[config.mk]
export PLATFORM = sky130hd
export DESIGN_NAME = type_length_frame_receiver
export DESIGN_NICKNAME = d
export VERILOG_FILES = /design/src/tlfr_pkg.sv /design/src/tlfr_in_reg.sv /design/src/tlfr_parser.sv /design/src/tlfr_out_reg.sv /design/src/type_length_frame_receiver.sv
export SDC_FILE = /design/constraint.sdc
export NUM_CORES = 1
export LEC_CHECK = 0
export BUFFER_PORTS_ARGS = -buffer_cell sky130_fd_sc_hd__buf_2
export CELL_PAD_IN_SITES_DETAIL_PLACEMENT = 1
export CELL_PAD_IN_SITES_GLOBAL_PLACEMENT = 2
export CORE_ASPECT_RATIO = 0.5
export CORE_MARGIN = 2
export CORE_UTILIZATION = 35
export CTS_BUF_LIST = sky130_fd_sc_hd__clkbuf_2
export DETAILED_ROUTE_END_ITERATION = 7
export GPL_ROUTABILITY_DRIVEN = 0
export GPL_TIMING_DRIVEN = 1
export PLACE_DENSITY_LB_ADDON = 0.15
export SYNTH_ARGS = -nofsm -noshare
export SYNTH_HDL_FRONTEND = slang
export SYNTH_HIERARCHICAL = 1
export SYNTH_SLANG_ARGS = --single-unit
[constraint.sdc]
create_clock -name clock -period 9.6 [get_ports clock]
set_input_delay 0.96 -clock clock [delete_from_list [all_inputs] [get_ports clock]]
set_output_delay 0.96 -clock clock [all_outputs]
set_load 0.03 [all_outputs]
[src/tlfr_pkg.sv]
package tlfr_pkg;

   localparam int BYTE_W = 8;
   localparam int WORD_W = 32;
   localparam int KIND_W = 2;
   localparam int RSP_DATA_W = BYTE_W + 2 * WORD_W;

   localparam logic [WORD_W-1:0] MAX_SIZE_RESET = 32'd4096;

   typedef enum logic [3:0] {
      PH_TYPE    = 4'b0001,
      PH_SIZE    = 4'b0010,
      PH_PAYLOAD = 4'b0100,
      PH_DISCARD = 4'b1000
   } phase_type;

   typedef enum logic [KIND_W-1:0] {
      KIND_DATA      = 2'd0,
      KIND_LAST_ACK  = 2'd1,
      KIND_EMPTY_ACK = 2'd2,
      KIND_NACK      = 2'd3
   } kind_type;

   typedef struct packed {
      kind_type            kind;
      logic [BYTE_W-1:0]   payload_byte;
      logic [WORD_W-1:0]   frame_type;
      logic [WORD_W-1:0]   frame_size;
   } rsp_type;

endpackage

[src/tlfr_in_reg.sv]
module tlfr_in_reg (
   input  logic                       clock,
   input  logic                       reset,
   input  logic                       req_tvalid,
   output logic                       req_tready,
   input  logic [tlfr_pkg::BYTE_W-1:0] req_tdata,
   input  logic                       take,
   output logic                       in_valid,
   output logic [tlfr_pkg::BYTE_W-1:0] in_byte
);
   import tlfr_pkg::*;

   logic              valid_ff;
   logic              valid_in;
   logic [BYTE_W-1:0] byte_ff;
   logic [BYTE_W-1:0] byte_in;
   logic              load;

   assign req_tready = !valid_ff || take;
   assign load       = req_tvalid && req_tready;
   assign valid_in   = load ? 1'b1 : (take ? 1'b0 : valid_ff);
   assign byte_in    = load ? req_tdata : byte_ff;

   always_ff @(posedge clock) begin
      if (reset) begin
         valid_ff <= 1'b0;
      end else begin
         valid_ff <= valid_in;
      end
   end

   always_ff @(posedge clock) begin
      byte_ff <= byte_in;
   end

   assign in_valid = valid_ff;
   assign in_byte  = byte_ff;

endmodule

[src/tlfr_parser.sv]
module tlfr_parser (
   input  logic                        clock,
   input  logic                        reset,
   input  logic                        csr_we,
   input  logic [tlfr_pkg::WORD_W-1:0] csr_wdata,
   input  logic                        in_valid,
   input  logic [tlfr_pkg::BYTE_W-1:0] in_byte,
   input  logic                        space,
   output logic                        consume,
   output logic                        res_valid,
   output tlfr_pkg::rsp_type           res
);
   import tlfr_pkg::*;

   phase_type         phase_ff;
   phase_type         phase_in;
   logic [1:0]        idx_ff;
   logic [1:0]        idx_in;
   logic [WORD_W-1:0] type_ff;
   logic [WORD_W-1:0] type_in;
   logic [WORD_W-1:0] size_ff;
   logic [WORD_W-1:0] size_in;
   logic [WORD_W-1:0] rem_ff;
   logic [WORD_W-1:0] rem_in;
   logic [WORD_W-1:0] max_ff;
   logic [WORD_W-1:0] max_in;
   logic [WORD_W-1:0] type_shift;
   logic [WORD_W-1:0] size_shift;
   logic              word_done;
   logic              last_byte;
   logic              emit;
   kind_type          kind;
   logic [BYTE_W-1:0] pbyte;

   assign consume    = in_valid && space;
   assign max_in     = csr_we ? csr_wdata : max_ff;
   assign type_shift = {type_ff[WORD_W-BYTE_W-1:0], in_byte};
   assign size_shift = {size_ff[WORD_W-BYTE_W-1:0], in_byte};
   assign word_done  = (idx_ff == 2'd3);
   assign last_byte  = (rem_ff[WORD_W-1:1] == '0);

   always_comb begin
      phase_in = phase_ff;
      idx_in   = idx_ff;
      type_in  = type_ff;
      size_in  = size_ff;
      rem_in   = rem_ff;
      emit     = 1'b0;
      kind     = KIND_DATA;
      pbyte    = '0;
      if (consume) begin
         case (phase_ff)
            PH_TYPE: begin
               type_in = type_shift;
               idx_in  = idx_ff + 2'd1;
               if (word_done) begin
                  phase_in = PH_SIZE;
               end
            end
            PH_SIZE: begin
               size_in = size_shift;
               idx_in  = idx_ff + 2'd1;
               if (word_done) begin
                  if (size_shift > max_ff) begin
                     rem_in   = size_shift;
                     phase_in = PH_DISCARD;
                  end else if (size_shift == '0) begin
                     phase_in = PH_TYPE;
                     emit     = 1'b1;
                     kind     = KIND_EMPTY_ACK;
                  end else begin
                     rem_in   = size_shift;
                     phase_in = PH_PAYLOAD;
                  end
               end
            end
            PH_PAYLOAD: begin
               emit  = 1'b1;
               pbyte = in_byte;
               if (last_byte) begin
                  rem_in   = '0;
                  phase_in = PH_TYPE;
                  kind     = KIND_LAST_ACK;
               end else begin
                  rem_in = rem_ff - 32'd1;
               end
            end
            PH_DISCARD: begin
               if (last_byte) begin
                  rem_in   = '0;
                  phase_in = PH_TYPE;
                  emit     = 1'b1;
                  kind     = KIND_NACK;
               end else begin
                  rem_in = rem_ff - 32'd1;
               end
            end
            default: begin
               phase_in = PH_TYPE;
            end
         endcase
      end
   end

   always_ff @(posedge clock) begin
      if (reset) begin
         phase_ff <= PH_TYPE;
         idx_ff   <= '0;
         type_ff  <= '0;
         size_ff  <= '0;
         rem_ff   <= '0;
         max_ff   <= MAX_SIZE_RESET;
      end else begin
         phase_ff <= phase_in;
         idx_ff   <= idx_in;
         type_ff  <= type_in;
         size_ff  <= size_in;
         rem_ff   <= rem_in;
         max_ff   <= max_in;
      end
   end

   assign res_valid        = emit;
   assign res.kind         = kind;
   assign res.payload_byte = pbyte;
   assign res.frame_type   = type_in;
   assign res.frame_size   = size_in;

endmodule

[src/tlfr_out_reg.sv]
module tlfr_out_reg (
   input  logic                            clock,
   input  logic                            reset,
   input  logic                            res_valid,
   input  tlfr_pkg::rsp_type               res,
   output logic                            space,
   output logic                            rsp_tvalid,
   input  logic                            rsp_tready,
   output logic [tlfr_pkg::RSP_DATA_W-1:0] rsp_tdata,
   output logic [tlfr_pkg::KIND_W-1:0]     rsp_tuser
);
   import tlfr_pkg::*;

   logic    valid_ff;
   logic    valid_in;
   rsp_type data_ff;
   rsp_type data_in;

   assign space    = !valid_ff || rsp_tready;
   assign valid_in = res_valid ? 1'b1 : (rsp_tready ? 1'b0 : valid_ff);
   assign data_in  = res_valid ? res : data_ff;

   always_ff @(posedge clock) begin
      if (reset) begin
         valid_ff <= 1'b0;
      end else begin
         valid_ff <= valid_in;
      end
   end

   always_ff @(posedge clock) begin
      data_ff <= data_in;
   end

   assign rsp_tvalid = valid_ff;
   assign rsp_tdata  = {data_ff.frame_size, data_ff.frame_type, data_ff.payload_byte};
   assign rsp_tuser  = data_ff.kind;

endmodule

[src/type_length_frame_receiver.sv]
// Channel    Direction  Transaction
// req_*      in         one received byte in tdata[7:0]
// rsp_*      out        payload byte, frame type and frame size in tdata, kind in tuser
// csr_*      in         write of the maximum payload size, no read-back
//
// Each byte is registered in the input register and passes through the combinational parser into the result register.
// A byte is accepted every cycle while the result register is empty or being drained.
// Synchronous reset returns to the type header and restores a maximum of 4096 bytes.
// A stall on rsp_tready backs up through the input register to req_tready.
module type_length_frame_receiver (
   input  logic                            clock,
   input  logic                            reset,
   input  logic                            req_tvalid,
   output logic                            req_tready,
   // rx_byte [7:0]
   input  logic [tlfr_pkg::BYTE_W-1:0]     req_tdata,
   output logic                            rsp_tvalid,
   input  logic                            rsp_tready,
   // payload_byte [7:0], frame_type [39:8], frame_size [71:40]
   output logic [tlfr_pkg::RSP_DATA_W-1:0] rsp_tdata,
   // kind [1:0]
   output logic [tlfr_pkg::KIND_W-1:0]     rsp_tuser,
   input  logic                            csr_we,
   input  logic [tlfr_pkg::WORD_W-1:0]     csr_wdata
);
   import tlfr_pkg::*;

   logic              in_valid;
   logic [BYTE_W-1:0] in_byte;
   logic              consume;
   logic              space;
   logic              res_valid;
   rsp_type           res;

   tlfr_in_reg u_in_reg (
      .clock      (clock),
      .reset      (reset),
      .req_tvalid (req_tvalid),
      .req_tready (req_tready),
      .req_tdata  (req_tdata),
      .take       (consume),
      .in_valid   (in_valid),
      .in_byte    (in_byte)
   );

   tlfr_parser u_parser (
      .clock     (clock),
      .reset     (reset),
      .csr_we    (csr_we),
      .csr_wdata (csr_wdata),
      .in_valid  (in_valid),
      .in_byte   (in_byte),
      .space     (space),
      .consume   (consume),
      .res_valid (res_valid),
      .res       (res)
   );

   tlfr_out_reg u_out_reg (
      .clock      (clock),
      .reset      (reset),
      .res_valid  (res_valid),
      .res        (res),
      .space      (space),
      .rsp_tvalid (rsp_tvalid),
      .rsp_tready (rsp_tready),
      .rsp_tdata  (rsp_tdata),
      .rsp_tuser  (rsp_tuser)
   );

endmodule

After elaboration in Yosys (flattened, before gate mapping). Cells that the tools add are included.

Memory bits (read-only): 0. RAM bits: 0. Memories kept: 0. Latch bits: 0. Word-level logic and storage cells: 73. Output and inout port bits: 76. Input port bits: 45. Register bits after elaboration: 218.

Magnitude comparators: 1. Div/mod/pow operators: 0. Bitwise logic cells: 0. Add/subtract/negate cells: 2. Reduce and logical (&&, ||, !) cells: 17. Muxes and demuxes: 31. Equality and inequality tests: 9. Shifts and indexed selects: 0. $mul: 0.

Operators with widths (number): 32-bit two-way mux (8); 32-bit one-hot mux with 2 select lines (1); 32-bit > comparator (1); 32-bit zero test (1); 32-bit by 1-bit subtractor with 32-bit output (second input constant) (1); 31-bit zero test (1); 4-bit two-way mux (4); 4-bit one-hot mux with 3 select lines (1); 1-bit two-way mux (10); 2-bit two-way mux (4); 4-bit AND reduction (2); 2-bit by 1-bit inequality test with 1-bit output (second input constant) (3); 2-bit one-hot mux with 3 select lines (1); 2-bit nonzero test (3); 4-bit by 1-bit == test with 1-bit output (second input constant) (1); 4-bit by 2-bit == test with 1-bit output (second input constant) (1); 4-bit by 3-bit == test with 1-bit output (second input constant) (1); 4-bit == test (second input constant) (1); 2-bit AND reduction (2); 2-bit OR reduction (2); 3-bit two-way mux (1); 3-bit by 2-bit inequality test with 1-bit output (second input constant) (1); 1-bit one-hot mux with 3 select lines (1); 2-bit by 1-bit adder with 2-bit output (second input constant) (1); 4 further kinds (7).

Logic depth before layout (Yosys ltp). Gate-level depths: netlist of the first run.

Depth in word-level cells: 7. Gate-level depth with buffers: 11. Gate-level depth less buffers: 11.

Cells and area by module. The synthesis of the first run kept the hierarchy.

By module, submodules not included: tlfr_parser (area an instance 7001.7 um2, instances 1, sequential area each 2682.6 um2, cells an instance 792); tlfr_out_reg (area an instance 2268.4 um2, instances 1, sequential area each 2242.2 um2, cells an instance 78); tlfr_in_reg (area an instance 295.3 um2, instances 1, sequential area each 260.2 um2, cells an instance 13).

Least setup slack after synthesis of the first run. No wires, ideal clock.

Kind: reg2reg. Start: reg u_parser.rem_ff[9]. End: reg u_out_reg.valid_ff (netlist: u_out_reg/rsp_tvalid). Setup time: 0.079 ns. Stages on the path, launching flop included: 9. Setup slack: 1.794 ns. Path buffers: 0. Required time: 9.521 ns. Arrival time: 7.727 ns. Clock period less this slack: 7.806 ns. Cells stage by stage: dfxtp_1 -> or4_4 -> nor3_2 -> and3_1 -> and4b_1 -> a21oi_1 -> a211oi_1 -> inv_1 -> a21oi_2.

Longest elaborated chain between the ends: 5. Elaborated cells on any way between the ends: 6. Classes of those cells: mux (4); reduce/logical (2).

RTL lines: from (decl) (line tlfr_parser.sv:23) `logic [WORD_W-1:0] rem_ff;`; from (signal assigned) (line tlfr_parser.sv:118) `rem_ff <= rem_in;`; 31-bit zero test (*) (line tlfr_parser.sv:40) `assign last_byte = (rem_ff[WORD_W-1:1] == '0);`; 1-bit two-way mux (*) (line tlfr_parser.sv:89) `if (last_byte) begin`; 1-bit one-hot mux with 3 select lines (*) (line tlfr_parser.sv:52) `case (phase_ff)`; 1-bit two-way mux (*) (line tlfr_parser.sv:51) `if (consume) begin`; named net res_valid (line type_length_frame_receiver.sv:32) `logic res_valid;`; 1-bit two-way mux or 2-bit nonzero test (tied branches); to (signal assigned) (line tlfr_out_reg.sv:27) `valid_ff <= valid_in;`; to (decl) (line tlfr_out_reg.sv:14) `logic valid_ff;`.

The timed path passes the listed nets; every way through them passes the cells marked *. A chain may end at the register's enable or synchronous reset.

Worst setup path in the final report of the first run.
Start: reg u_parser.size_ff[22]. End: reg u_out_reg.data_ff (netlist bit u_out_reg/rsp_tuser[1]) (enable).

Longest elaborated chain between the ends: 6. Elaborated cells on any way between the ends: 7. Classes of those cells: order compare (1); mux (5); reduce/logical (1).

RTL lines: from (decl) (line tlfr_parser.sv:21) `logic [WORD_W-1:0] size_ff;`; from (signal assigned) (line tlfr_parser.sv:117) `size_ff <= size_in;`; branches (longest 2 deep; another with 32-bit > comparator); 1-bit two-way mux (*) (line tlfr_parser.sv:64) `if (size_shift > max_ff) begin`; 1-bit two-way mux (*) (line tlfr_parser.sv:63) `if (word_done) begin`; 1-bit one-hot mux with 3 select lines (*) (line tlfr_parser.sv:52); 1-bit two-way mux (*) (line tlfr_parser.sv:51); named net res_valid (line type_length_frame_receiver.sv:32); to (signal assigned) (line tlfr_out_reg.sv:32) `data_ff <= data_in;`; to (decl) (line tlfr_out_reg.sv:16) `rsp_type data_ff;`.

Mark *: on every way through the listed nets, which the timed path passes.

==> impl_metrics.tcl, run 1 <==
set metrics [dict create \
    synth_cell_types 56 \
    cts.repair.resized 0 \
    grt_usage_pct 19.64 \
    synth_ff_type "dfxtp_1" \
    worst_skew_pair.late_latency_ps 910 \
    cts_buffer_depth 3 \
    vias 7297 \
    rsz0062_at_grt "false" \
    routed_wl_mm 27.74 \
    netSwitchingPower_mw 0.4540 \
    viasPerCell 5.142 \
    wl_per_cell_um 19.55 \
    yosys_warnings 6 \
    fin_tns_setup_ps 0 \
    first_pass_iters 5 \
    drcViolationCount 0 \
    slew_headroom_pct 21.82 \
    cts_tree "done" \
    start_util_pct 35.90 \
    hold_slack_ps 278.6 \
    antenna_found_initial 2 \
    drive_above_1_share_pct 27.70 \
    synth_top_cell_by_area "dfxtp_1" \
    tightestPinTransition_ps 1173 \
    power_frac_comb_pct 5.1 \
    synth-xor-area-share_pct 0.5494 \
    yosysMostFrequentCell "dfxtp_1" \
    synth-seq-cells 218 \
    synth_compound_area_share_pct 10.20 \
    syn2layout_area_growth_pct 15.42 \
    leakage_nw 4.471 \
    synth_top_family_by_area "simple AND/OR/NAND/NOR gates" \
    wl_met2_mm 12.57 \
    synth_fa_ha_area_share_pct 4.447 \
    grt_max_degree 75 \
    critPathLaunchType "register" \
    period_minus_slack_ps 3709 \
    ys_seq_area_share_pct 54.21 \
    hold_buffers 0 \
    finalNetCount 1100 \
    io_buffers 120 \
    hp-class "in2reg" \
    synth.area.mux_share_pct 10.97 \
    post_cts_buffers 0 \
    setup-violations-final 0 \
    drtIter0Drc 380 \
    layout_worst_path_cycle_share_pct 38.64 \
    clock_power_share_pct 37.2 \
    skew_ps 80.70 \
    pin_count 121 \
    highest_layer "met4" \
    dieHeight_um 120.9 \
    synthTopCellsByCount "dfxtp_1 (136), edfxtp_1 (82), and2_1 (75), mux2_2 (63), nor2_1 (59)" \
    die_w_um 237.8 \
    dp_cells 1319 \
    synth_fp_nets 962 \
    power_frac_seq_pct 57.7 \
    core-area_mm2 0.02664 \
    fmax_mhz 269.6 \
    synthSimpleGateAreaFrac_pct 16.19 \
    cts-root-buf "clkbuf_2" \
    yosys-top-cells-area "dfxtp_1 (28%), edfxtp_1 (26%), mux2_2 (7.4%)" \
    setup.worst_path.class "reg2reg" \
    routed-wl-met3_mm 1.372 \
    setup_ws_ps 5891 \
    synth.top_cell.area_share_pct 28.46 \
    pre_cts_ws_ps 5986 \
    clock-sinks 218 \
    synth_edf_count 82 \
    grt.overflow.total 0 \
    max-cap-violations 0 \
    wl_met1_mm 13.36 \
    power_density_mw_per_mm2 154.2 \
    status "complete, no violations" \
    hold_viol 0 \
    peakVddDrop_mv 0.05341 \
    cts_inserted_buffers 52 \
    maxSlewViolCount 0 \
    synth-async-reset-ratio_pct 0 \
    grt_pass1_vias 7672 \
    clk_pin_slew_worst_paths_ps 120 \
    synthCells 883 \
    dpl.hpwl_mm 18.39 \
    swShare_pct 26.66 \
    final_cells 1419 \
    p_int_mw 1.249 \
    die_area_mm2 0.02875 \
    worst-endpoint-required_ps 10080 \
    rows 42 \
    cp_max_fo 45 \
    filler_cell_count 3018 \
    ctsHtreeMaxLevel 2 \
    syn-mean-instance-area_um2 10.83 \
    worstPathArrival_ps 4190 \
    final_antenna_net_count 0 \
    critPathCaptureType "register" \
    synth_area_mm2 0.009565 \
    grt_pass1_wl_mm 43.55 \
]
[layer usage]
layer  track usage (%)  vias to the layer above
li1                  -                     3510
met1             26.36                     3588
met2             31.45                      161
met3             4.914                       38
met4             5.700                        0
met5                 0                        -
[through the flow]
| step | total power [mW] | area, um^2 | utilization, % |
|---|---|---|---|
| floorplan | 1.056 | 9565 | - |
| global placement | 1.088 | 10540 | 39.57 |
| detailed placement | 1.092 | 10540 | 39.57 |
| CTS | 1.740 | 11040 | 41.42 |
| global route | 1.804 | 11040 | 41.44 |
| finish | 1.703 | 11040 | 41.44 |
[logic make-up after synthesis]
kind of cell | after synthesis
adders and majority gates | 34
xor gates and xnor gates | 6
DFF | 218
muxes | 97
buffers and inverters | 87
AOI/OAI and AO/OA | 150
and+or+nand+nor | 291
[area by class of cell]
class                           instances  area (um^2)  area share (%)
Antenna cell                            2        5.005         0.04533
Clock buffer                           77        385.4           3.490
Clock inverter                         21        108.9          0.9859
Inverter                               40        150.1           1.360
Multi-Input combinational cell        578         4083           36.98
Sequential cell                       218         5185           46.96
Tap cell                              352        440.4           3.989
Timing Repair Buffer                  131        683.2           6.188
[path summary, 6_finish.rpt]
path / to / slack [ps] / cells past startpoint / start
max: u_out_reg/rsp_tuser[1]$_DFFE_PP_ / 5890 / 8 / u_parser/size_ff[22]$_SDFF_PP0_
min: u_in_reg/in_byte[6]$_DFFE_PP_ / 280 / 1 / req_tdata[6]
max reg2reg: u_out_reg/rsp_tuser[1]$_DFFE_PP_ / 5890 / 8 / u_parser/size_ff[22]$_SDFF_PP0_
min reg2reg: u_parser/rem_ff[26]$_SDFFE_PP0P_ / 490 / 2 / u_parser/rem_ff[26]$_SDFFE_PP0P_
[worst max-delay path, stage by stage (launching register included)]
cell      delay, ps
dfxtp_1         400
ha_1            350
nand4_1         190
nor4_1          730
a22oi_1         270
nor3_1          320
a21oi_1         170
a211oi_4        280
buf_4           530
[flip-flops by register name, summed over array words and instances, names as in the netlist]
register,cells
u_in_reg/in_byte,8
u_parser/idx_ff,2
u_parser/size_ff,32
u_in_reg/in_valid,1
u_parser/phase_ff,4
u_out_reg/rsp_tdata,72
u_parser/max_ff,32
u_out_reg/rsp_tvalid,1
u_parser/type_ff,32
u_out_reg/rsp_tuser,2
u_parser/rem_ff,32
[power groups by stage]
| stage | logic (mW) | clock network [mW] | registers, mW |
|---|---|---|---|
| floorplan | 0.0601 | 0 | 0.996 |
| global placement | 0.0851 | 0 | 1.00 |
| global route | 0.0980 | 0.721 | 0.985 |
| detailed placement | 0.0876 | 0 | 1.00 |
| CTS | 0.0881 | 0.669 | 0.983 |
| finish | 0.0864 | 0.634 | 0.982 |
[layout by cell type (no fill, tap or decap), types with 5 or more instances in the layout]
cell,instances
a211oi_1,8
mux2_2,63
buf_4,11
o211ai_1,13
o31ai_1,20
a22oi_1,6
nand2_1,57
clkinv_1,17
and2_1,75
dfxtp_1,136
inv_1,39
edfxtp_1,82
mux2i_1,34
o32ai_1,9
nand3_1,6
nand4_1,10
clkbuf_2,77
nor3_1,29
o21ai_0,28
buf_2,120
a21oi_1,44
nor4_1,23
or3_1,5
ha_1,34
nor2_1,58
Note: power is estimated with default switching activity, not from simulation.
==> inputs of run 2 (changes only) <==
==> constraint.sdc (replaced) <==
create_clock -name clock -period 3.05 [get_ports clock]
set_input_delay 0.305 -clock clock [delete_from_list [all_inputs] [get_ports clock]]
set_output_delay 0.305 -clock clock [all_outputs]
set_load 0.03 [all_outputs]
==> run 2 against run 1 <==
Against the previous run:
- die area did not move
- highest routed layer unchanged
- critical endpoint is now u_out_reg/rsp_tdata[35]$_DFFE_PP_
- worst hold slack got worse by 110 ps
- power rose to 3.1 times the previous value
- sequential share of layout area fell by 3.9 points
- first-iteration DRC count rose by 13%
==> impl_metrics.tcl, run 2 (synthesis results as in run 1) <==
set metrics [dict create \
    dpl.hpwl_mm 19.78 \
    grt.overflow.total 0 \
    swShare_pct 26.88 \
    dieHeight_um 120.9 \
    p_int_mw 3.916 \
    io_buffers 120 \
    filler_cell_count 3028 \
    critPathLaunchType "register" \
    clock_power_share_pct 35.7 \
    core-area_mm2 0.02664 \
    vias 7636 \
    drive_above_1_share_pct 31.96 \
    seq_area_mm2 0.005192 \
    grt_usage_pct 20.70 \
    skew_ps 98.51 \
    pin_count 121 \
    largest_reg_flops 72 \
    period_minus_slack_ps 2885 \
    finalNetCount 1202 \
    fin_tns_setup_ps 0 \
    n_antenna_cell 0 \
    rsz0062_at_grt "false" \
    start_util_pct 35.90 \
    final_antenna_net_count 0 \
    syn2layout_area_growth_pct 26.11 \
    tightestPinTransition_ps 1082 \
    postLayoutCellArea_mm2 0.01206 \
    worst-endpoint-required_ps 3610 \
    die_area_mm2 0.02875 \
    max-cap-violations 0 \
    power_frac_comb_pct 6.9 \
    worst_skew_pair.late_latency_ps 880 \
    power_frac_seq_pct 57.4 \
    reg2reg_slack_ps 160 \
    cts_buffer_depth 3 \
    die_w_um 237.8 \
    routed_wl_mm 29.44 \
    cts-root-buf "clkbuf_2" \
    antenna_found_initial 0 \
    ctsHtreeMaxLevel 2 \
    leakage_nw 4.979 \
    wl_per_cell_um 19.42 \
    layout_common_cells "dfxtp_1 (130), buf_2 (120), edfxtp_1 (82)" \
    viasPerCell 5.037 \
    grt_max_degree 71 \
    cp_max_fo 20 \
    grt_pass1_vias 7946 \
    hp-class "in2reg" \
    power.total_mw 5.355 \
    maxSlewViolCount 0 \
    clock-sinks 218 \
    worstPathArrival_ps 3440 \
    slew_headroom_pct 27.88 \
    cts_tree "done" \
    grt_pass1_wl_mm 45.82 \
    clk_pin_slew_worst_paths_ps 120 \
    rows 42 \
    netSwitchingPower_mw 1.439 \
    fmax_mhz 346.6 \
    first_pass_iters 4 \
    drtIter0Drc 428 \
    multi_input_area_mm2 0.004173 \
    dpl_cell_area_mm2 0.01114 \
    cts_inserted_buffers 50 \
    power_density_mw_per_mm2 444.0 \
    hold_viol 0 \
    layout_worst_path_cycle_share_pct 94.60 \
    final_common_cell "dfxtp_1" \
    setup.worst_path.class "reg2reg" \
    setup-violations-final 0 \
    drcViolationCount 0 \
    critPathCaptureType "register" \
    peakVddDrop_mv 0.2269 \
    final_cells 1516 \
    status "complete, no violations" \
    dp_cells 1378 \
]
-- run 2: per-stage QoR --
step           util [%]  hold slack, ps  setup slack (ps)
2_1_floorplan         -           367.4            -977.7
3_3_place_gp      41.80           463.2             176.7
3_5_place_dp      41.80           476.7             71.34
4_1_cts           45.18           35.88             7.172
5_1_grt           45.28           50.78             14.96
6_report          45.28           171.8             164.8
-- run 2: path summary, 6_finish.rpt --
kind                            cells after the start                                 to                             start
worst min register to register                      2   u_parser/rem_ff[31]$_SDFFE_PP0P_  u_parser/rem_ff[31]$_SDFFE_PP0P_
worst max-delay path                               12  u_out_reg/rsp_tdata[35]$_DFFE_PP_  u_parser/max_ff[27]$_SDFFE_PP0P_
worst max register to register                     12  u_out_reg/rsp_tdata[35]$_DFFE_PP_  u_parser/max_ff[27]$_SDFFE_PP0P_
worst min-delay path                                2      u_in_reg/in_byte[0]$_DFFE_PP_                      req_tdata[0]
-- run 2: worst max-delay path: stages (launching register included) --
cell and delay [ps]:
dfxtp_1 350, inv_1 40, ha_1 300, nand4_1 140
buf_4 180, nor4_2 270, buf_4 190, a22oi_1 100
nor3_2 240, a21oi_2 110, a211oi_4 280, buf_4 220
buf_12 180
-- run 2: cell type report --
class	instances	area share (%)
clock inverter	13	0.4460
clock buffer	80	3.319
multi-input combinational	578	34.59
tap	352	3.651
timing repair buffer	235	13.70
sequential	218	43.05
inverter	40	1.245
-- run 2: what timing repair did --
item / CTS / global route
hold endpoints to repair: 94 / 0
setup endpoints to repair: 26 / 75
resized for setup: 1 / 4
hold buffers: 44 / 0
pin swaps: 0 / 1
buffers inserted: 0 / 1
-- run 2: metal layers --
metal  vias up  GRT usage (%)  wire, um  part of all wire [%]
met5         -              0         0                     0
met2       142          33.61     13670                    46
met1      3757          28.27     14100                    48
met4         0          5.385       410                   1.4
li1       3699              -         -                     -
met3        38          4.186      1254                   4.3
-- run 2: power groups by stage --
stage	sequential (mW)	clock [mW]	combinational, mW
CTS	3.08	2.02	0.373
floorplan	3.14	0	0.195
global route	3.08	2.17	0.408
finish	3.08	1.91	0.369
detailed placement	3.14	0	0.327
global placement	3.14	0	0.316
==> inputs of run 3 (changes only) <==
--- a/config.mk
+++ b/config.mk
@@ -5,12 +5,13 @@
 export SDC_FILE = /design/constraint.sdc
 export NUM_CORES = 1
 export LEC_CHECK = 0
+export ABC_AREA = 1
 export BUFFER_PORTS_ARGS = -buffer_cell sky130_fd_sc_hd__buf_2
 export CELL_PAD_IN_SITES_DETAIL_PLACEMENT = 1
 export CELL_PAD_IN_SITES_GLOBAL_PLACEMENT = 2
 export CORE_ASPECT_RATIO = 0.5
 export CORE_MARGIN = 2
-export CORE_UTILIZATION = 35
+export CORE_UTILIZATION = 33
 export CTS_BUF_LIST = sky130_fd_sc_hd__clkbuf_2
 export DETAILED_ROUTE_END_ITERATION = 7
 export GPL_ROUTABILITY_DRIVEN = 0
==> run 3 against run 2 <==
Against the previous run:
- clock power is 9% higher
- utilization is 4.4 points lower
- power is 7.6% higher
- sequential cell count stayed put
- synthesized cell count is 43% higher
- clock skew is 25 ps lower
- routed wire length is 19% higher
- register-to-register slack better by 160 ps
- maximum frequency is 4.6% higher
- setup slack better by 130 ps
- sequential share of layout area is 1.5 points lower
- critical endpoint is now req_tready
- largest cell class unchanged
==> impl_metrics.tcl, run 3 <==
set metrics [dict create \
    status "complete, no violations" \
    synth-async-reset-ratio_pct 0 \
    antenna_found_initial 3 \
    dieHeight_um 129 \
    fin_tns_setup_ps 0 \
    critPathLaunchType "register" \
    syn-mean-instance-area_um2 8.139 \
    hold_viol 0 \
    min_from "reset" \
    yosys_warnings 6 \
    max-cap-violations 0 \
    worst_skew_pair.late_latency_ps 900 \
    drtIter0Drc 474 \
    finalNetCount 1547 \
    fin_util_pct 40.91 \
    final_common_cell "nand2_1" \
    layout_worst_path_cycle_share_pct 90.41 \
    rsz0062_at_grt "false" \
    die_area_mm2 0.03277 \
    reg2reg_slack_ps 320 \
    final_antenna_net_count 0 \
    clk_pin_slew_worst_paths_ps 120 \
    ys_seq_area_share_pct 50.28 \
    largest_reg_flops 72 \
    cts_inserted_buffers 53 \
    cts_buffer_depth 3 \
    leakage_nw 5.919 \
    skew_ps 73.67 \
    rows 45 \
    grt_pass1_vias 9586 \
    drcViolationCount 0 \
    fmax_mhz 362.6 \
    setup.worst_path.class "reg2out" \
    drive_above_1_share_pct 18.63 \
    synth_cell_types 37 \
    worstPathArrival_ps 2450 \
    r2r-end "u_out_reg/rsp_tdata[69]$_DFFE_PP_" \
    grt_usage_pct 21.53 \
    whs_path_depth 3 \
    syn2layout_area_growth_pct 21.07 \
    setup-violations-final 0 \
    cts_tree "done" \
    synth_ff_type "dfxtp_1" \
    core-area_mm2 0.03052 \
    grt_max_degree 71 \
    cp_max_fo 12 \
    vias 9299 \
    synth-seq-cells 218 \
    grt.overflow.total 0 \
    synth_top_cell_by_area "dfxtp_1" \
    viasPerCell 4.811 \
    maxSlewViolCount 0 \
    peakVddDrop_mv 0.1651 \
    grt_pass1_wl_mm 53.95 \
    first_pass_iters 5 \
    r2r_start "u_in_reg/in_byte[6]$_DFFE_PP_" \
    post_cts_buffers 0 \
    dpl.hpwl_mm 24.86 \
    wl_per_cell_um 18.14 \
    routed_wl_mm 35.07 \
    cts-root-buf "clkbuf_2" \
    start_util_pct 33.79 \
    synth_fp_nets 1346 \
    io_buffers 120 \
    slew_headroom_pct 28.18 \
    synthCells 1267 \
    period_minus_slack_ps 2758 \
    power_density_mw_per_mm2 461.6 \
    die_w_um 254 \
    synth_edf_count 82 \
    critPathCaptureType "primary output" \
    synth_area_mm2 0.01031 \
    layout_common_cells "nand2_1 (238), inv_1 (191), dfxtp_1 (136)" \
    yosysMostFrequentCell "nand2_1" \
    synthTopCellsByCount "nand2_1 (239), inv_1 (191), dfxtp_1 (136), a21oi_1 (134), nor2_1 (134)" \
    synth.top_cell.area_share_pct 26.40 \
    rr_worst_depth 15 \
    hp-class "in2reg" \
    clock-sinks 218 \
    ctsHtreeMaxLevel 2 \
    yosys-top-cells-area "dfxtp_1 (26%), edfxtp_1 (24%), nand2_1 (8.7%)" \
    tightestPinTransition_ps 1076 \
    holdPathEnd "u_out_reg/rsp_tvalid$_SDFFE_PP0P_" \
    worst-endpoint-required_ps 2740 \
    pin_count 121 \
]
[run 3: layout make-up]
class	count	area (um^2)
Fill cell	3759	18030
Sequential cell	218	5185
Multi-Input combinational cell	794	4138
Timing Repair Buffer	200	1379
Inverter	201	754.5
Tap cell	423	529.3
Clock buffer	86	430.4
Clock inverter	9	65.06
Antenna cell	2	5.005
[run 3: repair_timing]
item                                    in CTS  in global routing
gates resized for setup                      0                  1
hold buffers                                56                  0
hold endpoints to repair                    50                  0
endpoints found under the setup margin       0                 36
[run 3: through the flow]
stage	instances	worst slack, ps	hold slack (ps)	instance area, um^2	power [mW]
after floorplan	1267	200.2	367.4	10310	3.505
after detailed placement	1780	328.2	455.8	11420	3.675
after global routing	1932	10.40	46.30	12480	6.076
after CTS	1931	148.9	8.060	12470	5.860
final	1933	292.5	108.5	12490	5.763
after global placement	1780	408.1	445.7	11420	3.654
[run 3: power by group]
group          internal [mW]  switching, mW
clock                  0.819           1.27
combinational          0.208          0.332
sequential              3.10         0.0339
[run 3: cell families after synthesis]
logic type                 Yosys count  synth area share [%]
and+or+nand+nor                    483                 20.13
DFF                                218                 50.28
buffers and inverters              255                 9.876
xor gates and xnor gates            13                 1.104
adders and majority gates           34                 4.125
AOI/OAI and AO/OA                  264                 14.49
[run 3: metal layers]
metal	wire length (um)	GRT usage [%]
met2	15550	33.90
met5	13	0
met3	1611	4.795
met1	17250	29.80
met4	640	6.055
[run 3: worst max-delay path by stage]
stage	startpoint	endpoint	slack, ps	cells after the start
after global placement	u_in_reg/in_byte[6]$_DFFE_PP_	u_out_reg/rsp_tdata[9]$_DFFE_PP_	410	15
after detailed placement	u_in_reg/in_byte[6]$_DFFE_PP_	u_out_reg/rsp_tdata[10]$_DFFE_PP_	330	15
after floorplan	u_in_reg/in_byte[7]$_DFFE_PP_	u_out_reg/rsp_tdata[0]$_DFFE_PP_	200	13
after global routing	u_in_reg/in_byte[0]$_DFFE_PP_	u_out_reg/rsp_tdata[69]$_DFFE_PP_	10	19
final	u_out_reg/rsp_tvalid$_SDFFE_PP0P_	req_tready	290	6
after CTS	u_out_reg/rsp_tvalid$_SDFFE_PP0P_	req_tready	150	6
[run 3: worst max-delay path, cell delays in order, from the launching register on]
cell     delay, ps
dfxtp_1        360
nand2_2         70
nand2_1        460
inv_1          300
inv_2          130
nand2_2         60
buf_2          170
